--- src/rtl/priority_schedule_wait_times_macros.svh ---
// ----------------------------------------------------------------------------
// Assertion macros for the priority scheduler
// Short forms for clocked implication checks with synchronous reset.
// ----------------------------------------------------------------------------
`ifndef PRIORITY_SCHEDULE_WAIT_TIMES_MACROS_SVH
`define PRIORITY_SCHEDULE_WAIT_TIMES_MACROS_SVH

// same-cycle implication
`define PSW_ASSERT_IMP(name, clk, rst, ante, cons, msg) \
  name: assert property (@(posedge clk) disable iff (rst) (ante) |-> (cons)) \
    else $error(msg);

// next-cycle implication
`define PSW_ASSERT_NEXT(name, clk, rst, ante, cons, msg) \
  name: assert property (@(posedge clk) disable iff (rst) (ante) |=> (cons)) \
    else $error(msg);

`endif

--- src/rtl/psw_pkg.sv ---
// ----------------------------------------------------------------------------
// psw_pkg
// Field widths and limits shared by the priority scheduler.
// ----------------------------------------------------------------------------
package psw_pkg;

  localparam int MAX_PROCS_DEF = 16;
  localparam int BURST_W       = 16;
  localparam int PRIO_W        = 8;
  localparam int ID_W          = 5;
  localparam int WAIT_W        = 20;

  localparam logic [WAIT_W-1:0] WAIT_MAX = {WAIT_W{1'b1}};

endpackage

--- src/rtl/psw_ram.sv ---
// ----------------------------------------------------------------------------
// psw_ram
// Generic single-write, single-read RAM with registered read data.
// ----------------------------------------------------------------------------
module psw_ram #(
  parameter int WIDTH = 8,
  parameter int DEPTH = 16,
  parameter int AW    = (DEPTH > 1) ? $clog2(DEPTH) : 1
) (
  input  logic             clk,
  input  logic             wr_en,
  input  logic [AW-1:0]    wr_addr,
  input  logic [WIDTH-1:0] wr_data,
  input  logic [AW-1:0]    rd_addr,
  output logic [WIDTH-1:0] rd_data
);

  logic [WIDTH-1:0] mem [DEPTH];

  always_ff @(posedge clk) begin
    if (wr_en) begin
      mem[wr_addr] <= wr_data;
    end
    rd_data <= mem[rd_addr];
  end

endmodule

--- src/rtl/psw_div.sv ---
// ----------------------------------------------------------------------------
// psw_div
// Restoring divider, one quotient bit per cycle.
// ----------------------------------------------------------------------------
module psw_div #(
  parameter int DVD_W = 26,
  parameter int DVS_W = 5
) (
  input  logic             clk,
  input  logic             rst,
  input  logic             start,
  input  logic [DVD_W-1:0] dividend,
  input  logic [DVS_W-1:0] divisor,
  output logic             done,
  output logic [DVD_W-1:0] quotient
);

  localparam int CW = $clog2(DVD_W + 1);

  logic [DVD_W-1:0] quo;
  logic [DVS_W-1:0] rem;
  logic [DVS_W-1:0] dvs;
  logic [CW-1:0]    cnt;
  logic             running;
  logic [DVS_W:0]   rem_sh;
  logic [DVS_W:0]   rem_diff;
  logic             ge;

  assign rem_sh   = {rem, quo[DVD_W-1]};
  assign ge       = rem_sh >= {1'b0, dvs};
  assign rem_diff = rem_sh - {1'b0, dvs};
  assign quotient = quo;

  always_ff @(posedge clk) begin
    if (rst) begin
      running <= 1'b0;
      done    <= 1'b0;
    end else begin
      done <= 1'b0;
      if (start) begin
        quo     <= dividend;
        rem     <= '0;
        dvs     <= divisor;
        cnt     <= CW'(DVD_W);
        running <= 1'b1;
      end else if (running) begin
        quo <= {quo[DVD_W-2:0], ge};
        rem <= ge ? rem_diff[DVS_W-1:0] : rem_sh[DVS_W-1:0];
        cnt <= cnt - CW'(1);
        if (cnt == CW'(1)) begin
          running <= 1'b0;
          done    <= 1'b1;
        end
      end
    end
  end

endmodule

--- src/rtl/priority_schedule_wait_times.sv ---
// ----------------------------------------------------------------------------
// priority_schedule_wait_times
// Non-preemptive priority scheduler: collects a set of processes, then emits
// service order, waiting times and the truncated average waiting time.
//
//   channel  | handshake          | payload
//   ---------+--------------------+-----------------------------------------
//   input    | start / busy       | burst_len, prio, final_item
//   result   | out_valid (strobe) | proc_number, wait_time, avg_wait,
//            |                    | last_result
//
// A non-final item is stored while the set has room, and the next can follow at once.
// After the final item of n processes, each result takes one scan of the
// process RAM by the shared priority compare, then an emit state. The last
// result also waits on the serial divider, which divides 16 + 2*clog2(
// MAX_PROCS+1) bits at one bit a cycle and then hands over the quotient.
// Synchronous reset empties the set; results cannot be stalled.
// ----------------------------------------------------------------------------
module priority_schedule_wait_times #(
  parameter int MAX_PROCS = psw_pkg::MAX_PROCS_DEF
) (
  input  logic                       clk,
  input  logic                       rst,
  input  logic                       start,
  output logic                       busy,
  input  logic [psw_pkg::BURST_W-1:0] burst_len,
  input  logic [psw_pkg::PRIO_W-1:0]  prio,
  input  logic                       final_item,
  output logic                       out_valid,
  output logic [psw_pkg::ID_W-1:0]    proc_number,
  output logic [psw_pkg::WAIT_W-1:0]  wait_time,
  output logic [psw_pkg::WAIT_W-1:0]  avg_wait,
  output logic                       last_result
);

  import psw_pkg::*;

  `include "priority_schedule_wait_times_macros.svh"

  localparam int IDX_W = (MAX_PROCS > 1) ? $clog2(MAX_PROCS) : 1;
  localparam int CNT_W = $clog2(MAX_PROCS + 1);
  localparam int EL_W  = BURST_W + CNT_W;
  localparam int TOT_W = BURST_W + 2 * CNT_W;
  localparam int MEM_W = PRIO_W + BURST_W;

  typedef enum logic [3:0] {
    ST_IDLE = 4'b0001,
    ST_SCAN = 4'b0010,
    ST_EMIT = 4'b0100,
    ST_DIV  = 4'b1000
  } state_t;

  state_t               state;
  logic [CNT_W-1:0]     proc_count;
  logic [CNT_W-1:0]     scan_cnt;
  logic [CNT_W-1:0]     pos_cnt;
  logic [MAX_PROCS-1:0] served;
  logic                 rd_valid;
  logic [IDX_W-1:0]     rd_idx;
  logic                 found;
  logic [IDX_W-1:0]     best_idx;
  logic [PRIO_W-1:0]    best_prio;
  logic [BURST_W-1:0]   best_burst;
  logic [EL_W-1:0]      elapsed;
  logic [TOT_W-1:0]     total;

  logic                 accept;
  logic                 wr_en;
  logic [MEM_W-1:0]     rd_q;
  logic [PRIO_W-1:0]    rd_prio;
  logic [BURST_W-1:0]   rd_burst;
  logic                 is_last;
  logic [IDX_W:0]       num;
  logic [WAIT_W-1:0]    wait_sat;
  logic [TOT_W-1:0]     total_sum;
  logic                 div_start;
  logic                 div_done;
  logic [TOT_W-1:0]     quo;
  logic [WAIT_W-1:0]    quo_sat;

  assign busy     = (state != ST_IDLE);
  assign accept   = start && !busy;
  assign wr_en    = accept && (proc_count < CNT_W'(MAX_PROCS));
  assign rd_prio  = rd_q[MEM_W-1:BURST_W];
  assign rd_burst = rd_q[BURST_W-1:0];
  assign is_last  = (pos_cnt + CNT_W'(1)) == proc_count;
  assign num      = {1'b0, best_idx} + (IDX_W + 1)'(1);
  assign wait_sat = (elapsed > EL_W'(WAIT_MAX)) ? WAIT_MAX : WAIT_W'(elapsed);
  assign total_sum = total + TOT_W'(elapsed);
  assign quo_sat  = (quo > TOT_W'(WAIT_MAX)) ? WAIT_MAX : WAIT_W'(quo);
  assign div_start = (state == ST_EMIT) && is_last;

  psw_ram #(
    .WIDTH (MEM_W),
    .DEPTH (MAX_PROCS),
    .AW    (IDX_W)
  ) u_store (
    .clk     (clk),
    .wr_en   (wr_en),
    .wr_addr (proc_count[IDX_W-1:0]),
    .wr_data ({prio, burst_len}),
    .rd_addr (scan_cnt[IDX_W-1:0]),
    .rd_data (rd_q)
  );

  psw_div #(
    .DVD_W (TOT_W),
    .DVS_W (CNT_W)
  ) u_div (
    .clk      (clk),
    .rst      (rst),
    .start    (div_start),
    .dividend (total_sum),
    .divisor  (proc_count),
    .done     (div_done),
    .quotient (quo)
  );

  always_ff @(posedge clk) begin
    if (rst) begin
      state       <= ST_IDLE;
      proc_count  <= '0;
      served      <= '0;
      rd_valid    <= 1'b0;
      found       <= 1'b0;
      out_valid   <= 1'b0;
      last_result <= 1'b0;
    end else begin
      out_valid   <= 1'b0;
      last_result <= 1'b0;
      rd_valid    <= (state == ST_SCAN) && (scan_cnt < proc_count);
      rd_idx      <= scan_cnt[IDX_W-1:0];

      // strict greater-than keeps the earliest arrival on equal priority
      if (rd_valid && !served[rd_idx] && (!found || rd_prio > best_prio)) begin
        found      <= 1'b1;
        best_idx   <= rd_idx;
        best_prio  <= rd_prio;
        best_burst <= rd_burst;
      end

      case (state)
        ST_IDLE: begin
          if (accept) begin
            if (wr_en) begin
              proc_count <= proc_count + CNT_W'(1);
            end
            if (final_item) begin
              state    <= ST_SCAN;
              scan_cnt <= '0;
              pos_cnt  <= '0;
              served   <= '0;
              found    <= 1'b0;
              elapsed  <= '0;
              total    <= '0;
            end
          end
        end
        ST_SCAN: begin
          if (scan_cnt == proc_count) begin
            state <= ST_EMIT;
          end else begin
            scan_cnt <= scan_cnt + CNT_W'(1);
          end
        end
        ST_EMIT: begin
          proc_number      <= ID_W'(num);
          wait_time        <= wait_sat;
          avg_wait         <= '0;
          served[best_idx] <= 1'b1;
          elapsed          <= elapsed + EL_W'(best_burst);
          total            <= total_sum;
          if (is_last) begin
            state <= ST_DIV;
          end else begin
            out_valid <= 1'b1;
            state     <= ST_SCAN;
            scan_cnt  <= '0;
            found     <= 1'b0;
            pos_cnt   <= pos_cnt + CNT_W'(1);
          end
        end
        ST_DIV: begin
          if (div_done) begin
            out_valid   <= 1'b1;
            last_result <= 1'b1;
            avg_wait    <= quo_sat;
            proc_count  <= '0;
            state       <= ST_IDLE;
          end
        end
        default: begin
          state <= ST_IDLE;
        end
      endcase
    end
  end

  `PSW_ASSERT_IMP(a_mid_result_busy, clk, rst, out_valid && !last_result,
    busy, "result before end of schedule while idle")
  `PSW_ASSERT_IMP(a_avg_only_last, clk, rst, out_valid && !last_result,
    avg_wait == '0, "average shown on a non-final result")
  `PSW_ASSERT_IMP(a_count_bound, clk, rst, 1'b1,
    proc_count <= CNT_W'(MAX_PROCS), "process count beyond capacity")
  `PSW_ASSERT_NEXT(a_final_starts, clk, rst, start && !busy && final_item,
    busy && !out_valid, "final transfer did not start the schedule")

endmodule

--- config.mk ---
export PLATFORM = sky130hd
export DESIGN_NAME = priority_schedule_wait_times
export DESIGN_NICKNAME = d
export VERILOG_FILES = /design/src/rtl/psw_pkg.sv /design/src/rtl/psw_ram.sv /design/src/rtl/psw_div.sv /design/src/rtl/priority_schedule_wait_times.sv
export VERILOG_INCLUDE_DIRS = /design/src /design/src/rtl
export SDC_FILE = /design/constraint.sdc
export NUM_CORES = 1
export LEC_CHECK = 0
export ABC_AREA = 0
export BUFFER_PORTS_ARGS = -buffer_cell sky130_fd_sc_hd__buf_4
export CAP_MARGIN = 20
export CELL_PAD_IN_SITES_DETAIL_PLACEMENT = 1
export CELL_PAD_IN_SITES_GLOBAL_PLACEMENT = 1
export CORE_ASPECT_RATIO = 1.75
export CORE_UTILIZATION = 48
export DETAILED_ROUTE_END_ITERATION = 12
export PLACE_DENSITY_LB_ADDON = 0.1
export SLEW_MARGIN = 20
export SYNTH_ARGS = -nofsm -noshare
export SYNTH_HDL_FRONTEND = slang
export SYNTH_SLANG_ARGS = --single-unit
--- constraint.sdc ---
create_clock -name clk -period 3.7 [get_ports clk]
set_input_delay 0.74 -clock clk [delete_from_list [all_inputs] [get_ports clk]]
set_output_delay 0.74 -clock clk [all_outputs]
set_load 0.05 [all_outputs]
# After elaboration in Yosys (flattened, before gate mapping)
# Memory sizes are Yosys's and may differ from the RTL's. A register that Yosys moved wholly into a read port is not among the register bits.
# Index checks and enable logic that the tools add are counted.
# word_totals
romBits	0
latchBits	0
ram_bits	384
register_bits	206
output_inout_bits	48
mem_count	1
input_bits	28
# classes
n_eq_ne	15
n_reduce_logical	29
mux	52
shift	0
mul	0
add_sub_neg	8
div	0
order_cmp	9
bitwise_logic	4
# memory_table
name	words	width	rd	rd_ports_with_merged_regs	wr	line_no	source
u_store.mem	16	24	1	1	1	psw_ram.sv:18	logic [WIDTH-1:0] mem [DEPTH];
# ops
cell	n
$mux W26	4
$mux W5	11
$pmux W26 S2	1
$mux W21	2
$pmux W21 S2	1
$mux W20	2
$pmux W20 S2	1
$mux W16	2
$pmux W16 S2	1
$add A26 B21 Y26	1
$gt A26 B20 Y1 const B	1
$add A21 B16 Y21	1
$gt A21 B20 Y1 const B	1
$mux W4	5
$pmux W5 S2	2
$or A16 B16 Y16	1
$pmux W4 S4	1
$add A5 B1 Y5 const B	3
$pmux W5 S3	1
$mux W1	14
$reduce_and A4 Y1	3
$eq A5 B5 Y1	2
$lt A4 B5 Y1 const B	2
$gt A8 B8 Y1	1
30 further kinds	53

# Logic depth before layout (Yosys ltp)
# logic_depth
word_depth	9
ltp_mapped	10

# Hierarchy
# From an unflattened synthesis, not the netlist that was laid out.
# unflattened
cells_unflattened	1533
hier_area_um2	25534.5
# modules_own_cells
module	area_per_inst_um2	n_inst	cells_each	seq_area_each_um2
psw_ram	14930.6	1	636	12011.5
priority_schedule_wait_times	8575.7	1	758	4604.4
psw_div	2028.2	1	139	1271.2

# Worst setup path before layout
# OpenSTA, ideal clock, no wires.
# synth_timing
kind	register to register
start	register rd_idx[0]
end	register best_burst[0] (enable)
synth_period_minus_slack_ns	4.058
setup_slack_ns	-0.358
required_ns	3.244
arrival_time_ns	3.602
stages_incl_launch_ff	6
setup_ns	0.456
n_path_buf	0
cell_sequence	edfxtp_1 mux4_2 mux2_2 o21ai_1 nand2_1 a211oi_1
# synth_between
elab_chain_len	6
# synth_lines
element	line_no	source
start, declared	priority_schedule_wait_times.sv:59	logic [IDX_W-1:0] rd_idx;
start signal, assigned	priority_schedule_wait_times.sv:132	rd_idx <= scan_cnt[IDX_W-1:0];
$bmux W1 S4	priority_schedule_wait_times.sv:135	if (rd_valid && !served[rd_idx] && (!found || rd_prio > best_prio)) begin
$mux W1 (implied by the code)	priority_schedule_wait_times.sv:135	
$logic_not A1 Y1	priority_schedule_wait_times.sv:135	
$logic_and A1 B1 Y1 (2 in a row)	priority_schedule_wait_times.sv:135	
$reduce_and A2 Y1 (no line)	n/a	
end signal, assigned	priority_schedule_wait_times.sv:139	best_burst <= rd_burst;
end, declared	priority_schedule_wait_times.sv:63	logic [BURST_W-1:0] best_burst;
# Every way passes these cells. The select of a mux whose other input is x is not followed.
# A chain may end at the register's enable or synchronous reset.

# Worst setup path in the final report
# layout_timing
start	register elapsed[0]
end	register total[16], data pin
# layout_between
elab_chain_len	2
# layout_lines
element	line_no	source
start, declared	priority_schedule_wait_times.sv:64	logic [EL_W-1:0] elapsed;
start signal, assigned	priority_schedule_wait_times.sv:171	elapsed <= elapsed + EL_W'(best_burst);
$add A26 B21 Y26	priority_schedule_wait_times.sv:89	assign total_sum = total + TOT_W'(elapsed);
$pmux W26 S2	priority_schedule_wait_times.sv:142	case (state)
end signal, assigned	priority_schedule_wait_times.sv:172	total <= total_sum;
end, declared	priority_schedule_wait_times.sv:65	logic [TOT_W-1:0] total;
# Every way passes these cells.

==> run metrics <==
status=finished, final reports clean; crit end category=register; Nets=1692; Starting Density=48.4%; Place WS=783 ps; Setup Buffers After CTS=0; layout cells sized above 1=22.9%; clock transition at the registers of the reported paths=70 ps; Seq/Total Area, Yosys=70.7%; Fin. Hold Viols=0; I/O pin cnt=76; die area=53600 sq um; total negative slack=0 ps; syn nets=1577; Placed Area=26900 sq um; DRT Wirelength=56800 um; post-cts gate resize count=0; Post-synth EDFFs=559; vias in the first global route=14500; Slew HR=42.8%; Leakage=9.71 nW; Setup Skew=21.3 ps; vias per cell=5.70; # setup viols final=0; Routed wire per std cell=24.5 um; Port Buffers=75; H-tree depth=2; Cells after Synth=1479; RSZ-0062 raised after global routing=no; Critical Path RT=4020 ps; Antenna Nets Post-Route=0; GR Util All Layers=21.8%; max incr delay on CP=440 ps; via count=13200; Period minus WS final=2910 ps; # clock sinks=614; antenna violations before repair=4; synthesized cell area=25300 sq um; synth unique cells=64; max_cap viols=0; period utilization=78.5%; CTS tree=yes; clock root buffer=clkbuf_16; Pwr Density=522 nW/um^2; first-pass GRT wire length=86800 um; Congestion Overflow GR=0; VDD IR-drop max=0.452 mV; CP max FO=4; row cnt=111; crit path cell chain=ha_1 -> fa_1 -> a211oi_1 -> o21ai_2 -> o21ai_2 -> nor2b_1 -> nor3_1 -> o31ai_1 -> nor2_1; fin. max-slew vios=0; Worst Tran Pin Value=836 ps; most used cell, CP=o21ai_2; 1st-pass router iterations=5; drt drc=0; Ys Warns=0; Seq cells post-synth=614; die height=306 um; Hold-fix buffers, CTS=0; latest clock arrival within the worst-skew pair=600 ps; Worst path slowest cell=fa_1; Die X=176 um; post-route cell area=28600 sq um; Syn-to-layout area delta=13.1%; highest clock rate=0.344 GHz; worst min-delay path class=register to register; Detailed Place HPWL=37900 um; largest net degree at the start of global routing=68; Crit Path Category=register to register; predominant post-synthesis flop cell=edfxtp_1; CTS Buf Count=55; Final WS setup=794 ps; # fillers=4827; CTS Buffer Depth=3; gpl congestion=0.829; core box area=52200 sq um; startpoint type of the worst setup path=register; asr flop ratio synth=0%; Iter 0 DRT Violations=628; Syn Area/Cell=17.1 sq um; Worst Path Arrival=3220 ps
[per-stage QoR]
step / hold WS (ps) / cells / total power, mW / util [%]
floorplan: 386 / 1479 / 8.99 / -
global placement: 388 / 2215 / 9.47 / 51.4
detailed placement: 390 / 2215 / 9.51 / 51.4
CTS: 406 / 2315 / 15.1 / 54.8
global route: 412 / 2318 / 15.4 / 54.8
finish: 405 / 2318 / 14.9 / 54.8
[kinds of logic after synthesis]
family	synth area share, %
AO/OA/AOI/OAI	4.94
XOR/XNOR	2.01
adder cells (fa/ha/maj)	3.55
buffers and inverters	1.76
flip-flops	70.7
multiplexers	11.2
AND/OR/NAND/NOR	5.85
[power breakdown]
group          total (mW)  switching [mW]  internal [mW]
combinational        1.41           0.771          0.635
clock                5.61            2.48           3.13
sequential           7.92           0.125           7.80
[synthesized netlist by cell type (3+ instances only)]
library cell / instances / area share, %
a211oi_1: 6 / 0.18
a21o_1: 12 / 0.36
a21oi_1: 59 / 1.2
a31oi_1: 10 / 0.25
and2_1: 19 / 0.47
and3_1: 8 / 0.20
buf_2: 17 / 0.34
buf_6: 7 / 0.31
clkbuf_1: 29 / 0.43
dfxtp_1: 55 / 4.4
edfxtp_1: 559 / 66
fa_1: 3 / 0.24
ha_1: 67 / 3.3
inv_1: 38 / 0.56
mux4_2: 124 / 11
nand2_1: 81 / 1.2
nand2b_1: 7 / 0.17
nand3_1: 14 / 0.28
nand3b_1: 3 / 0.089
nand4_1: 6 / 0.15
nor2_1: 115 / 1.7
nor2b_1: 10 / 0.25
nor3_1: 15 / 0.30
nor3b_1: 3 / 0.089
o211ai_1: 7 / 0.21
o21a_1: 23 / 0.68
o21ai_0: 22 / 0.44
o21ai_1: 33 / 0.65
o22ai_1: 4 / 0.099
or2_2: 21 / 0.52
xnor2_1: 23 / 0.80
xor2_1: 35 / 1.2
[metal layers]
metal / up-vias / GRT usage [%] / routed length, um
met4: 2 / 9.02 / 2160
met1: 6884 / 24.3 / 21100
met3: 109 / 2.51 / 1810
li1: 5979 / - / -
met5: - / 0 / 9
met2: 234 / 41.6 / 31800
[cells in the final DEF (no fill, tap or decap), drive strengths merged, types with 3 or more instances in the layout]
cell      Yosys  final
nor2b        10     10
xor2         35     35
nor3b         3      3
nor3         15     15
a31oi        10     10
a21o         12     12
a21boi        3      3
buf          28    115
nand3b        3      3
nand3        14     14
bufinv        0      4
or2          22     22
xnor2        23     23
a211oi        7      7
and2         19     19
clkbuf       29     76
dfxtp        55     55
nor4          3      3
o211ai        7      7
nand2b        7      7
ha           67     67
nand4         6      6
inv          39     39
nor2        116    116
clkinvlp      0      4
edfxtp      559    559
fa            3      3
clkinv        1     17
o22ai         4      4
nand2        81     81
mux4        124    124
o21ai        57     57
diode         0      3
a21oi        59     59
o21a         23     23
and3          8      8
nor4b         4      4
[layout make-up]
| type | instances | area [sq um] | area share (%) |
|---|---|---|---|
| inverter | 40 | 150 | 0.525 |
| multi-input combinational | 768 | 7040 | 24.6 |
| timing repair buffer | 115 | 926 | 3.24 |
| clock inverter | 24 | 250 | 0.875 |
| clock buffer | 76 | 1510 | 5.26 |
| tap | 678 | 848 | 2.96 |
| antenna | 3 | 7.51 | 0.0262 |
| sequential | 614 | 17900 | 62.5 |
[flip-flops by register name, indices dropped and copies added, names as in the netlist, 8 cells and up]
signal / count
avg_wait: 20
served: 16
elapsed: 21
wait_time: 20
u_store.mem: 384
best_prio: 8
u_store.rd_data: 24
best_burst: 16
u_div.quotient: 26
total: 26
[critical path: cells and delay by family, from the launching register on]
kind | cells | cell delay (ps)
simple gates | 3 | 400
compound gates | 4 | 1100
fa+ha+maj | 2 | 720
flops | 1 | 410
[worst paths after layout]
check / start / end / slack, ps / depth (start not counted)
min reg2reg: u_store.rd_data[9] / best_burst[9] / 400 / 0
max reg2reg: elapsed[0] / total[16] / 790 / 9
min: u_store.rd_data[9] / best_burst[9] / 400 / 0
max: elapsed[0] / total[16] / 790 / 9
Power figures use the tool's default switching activity.
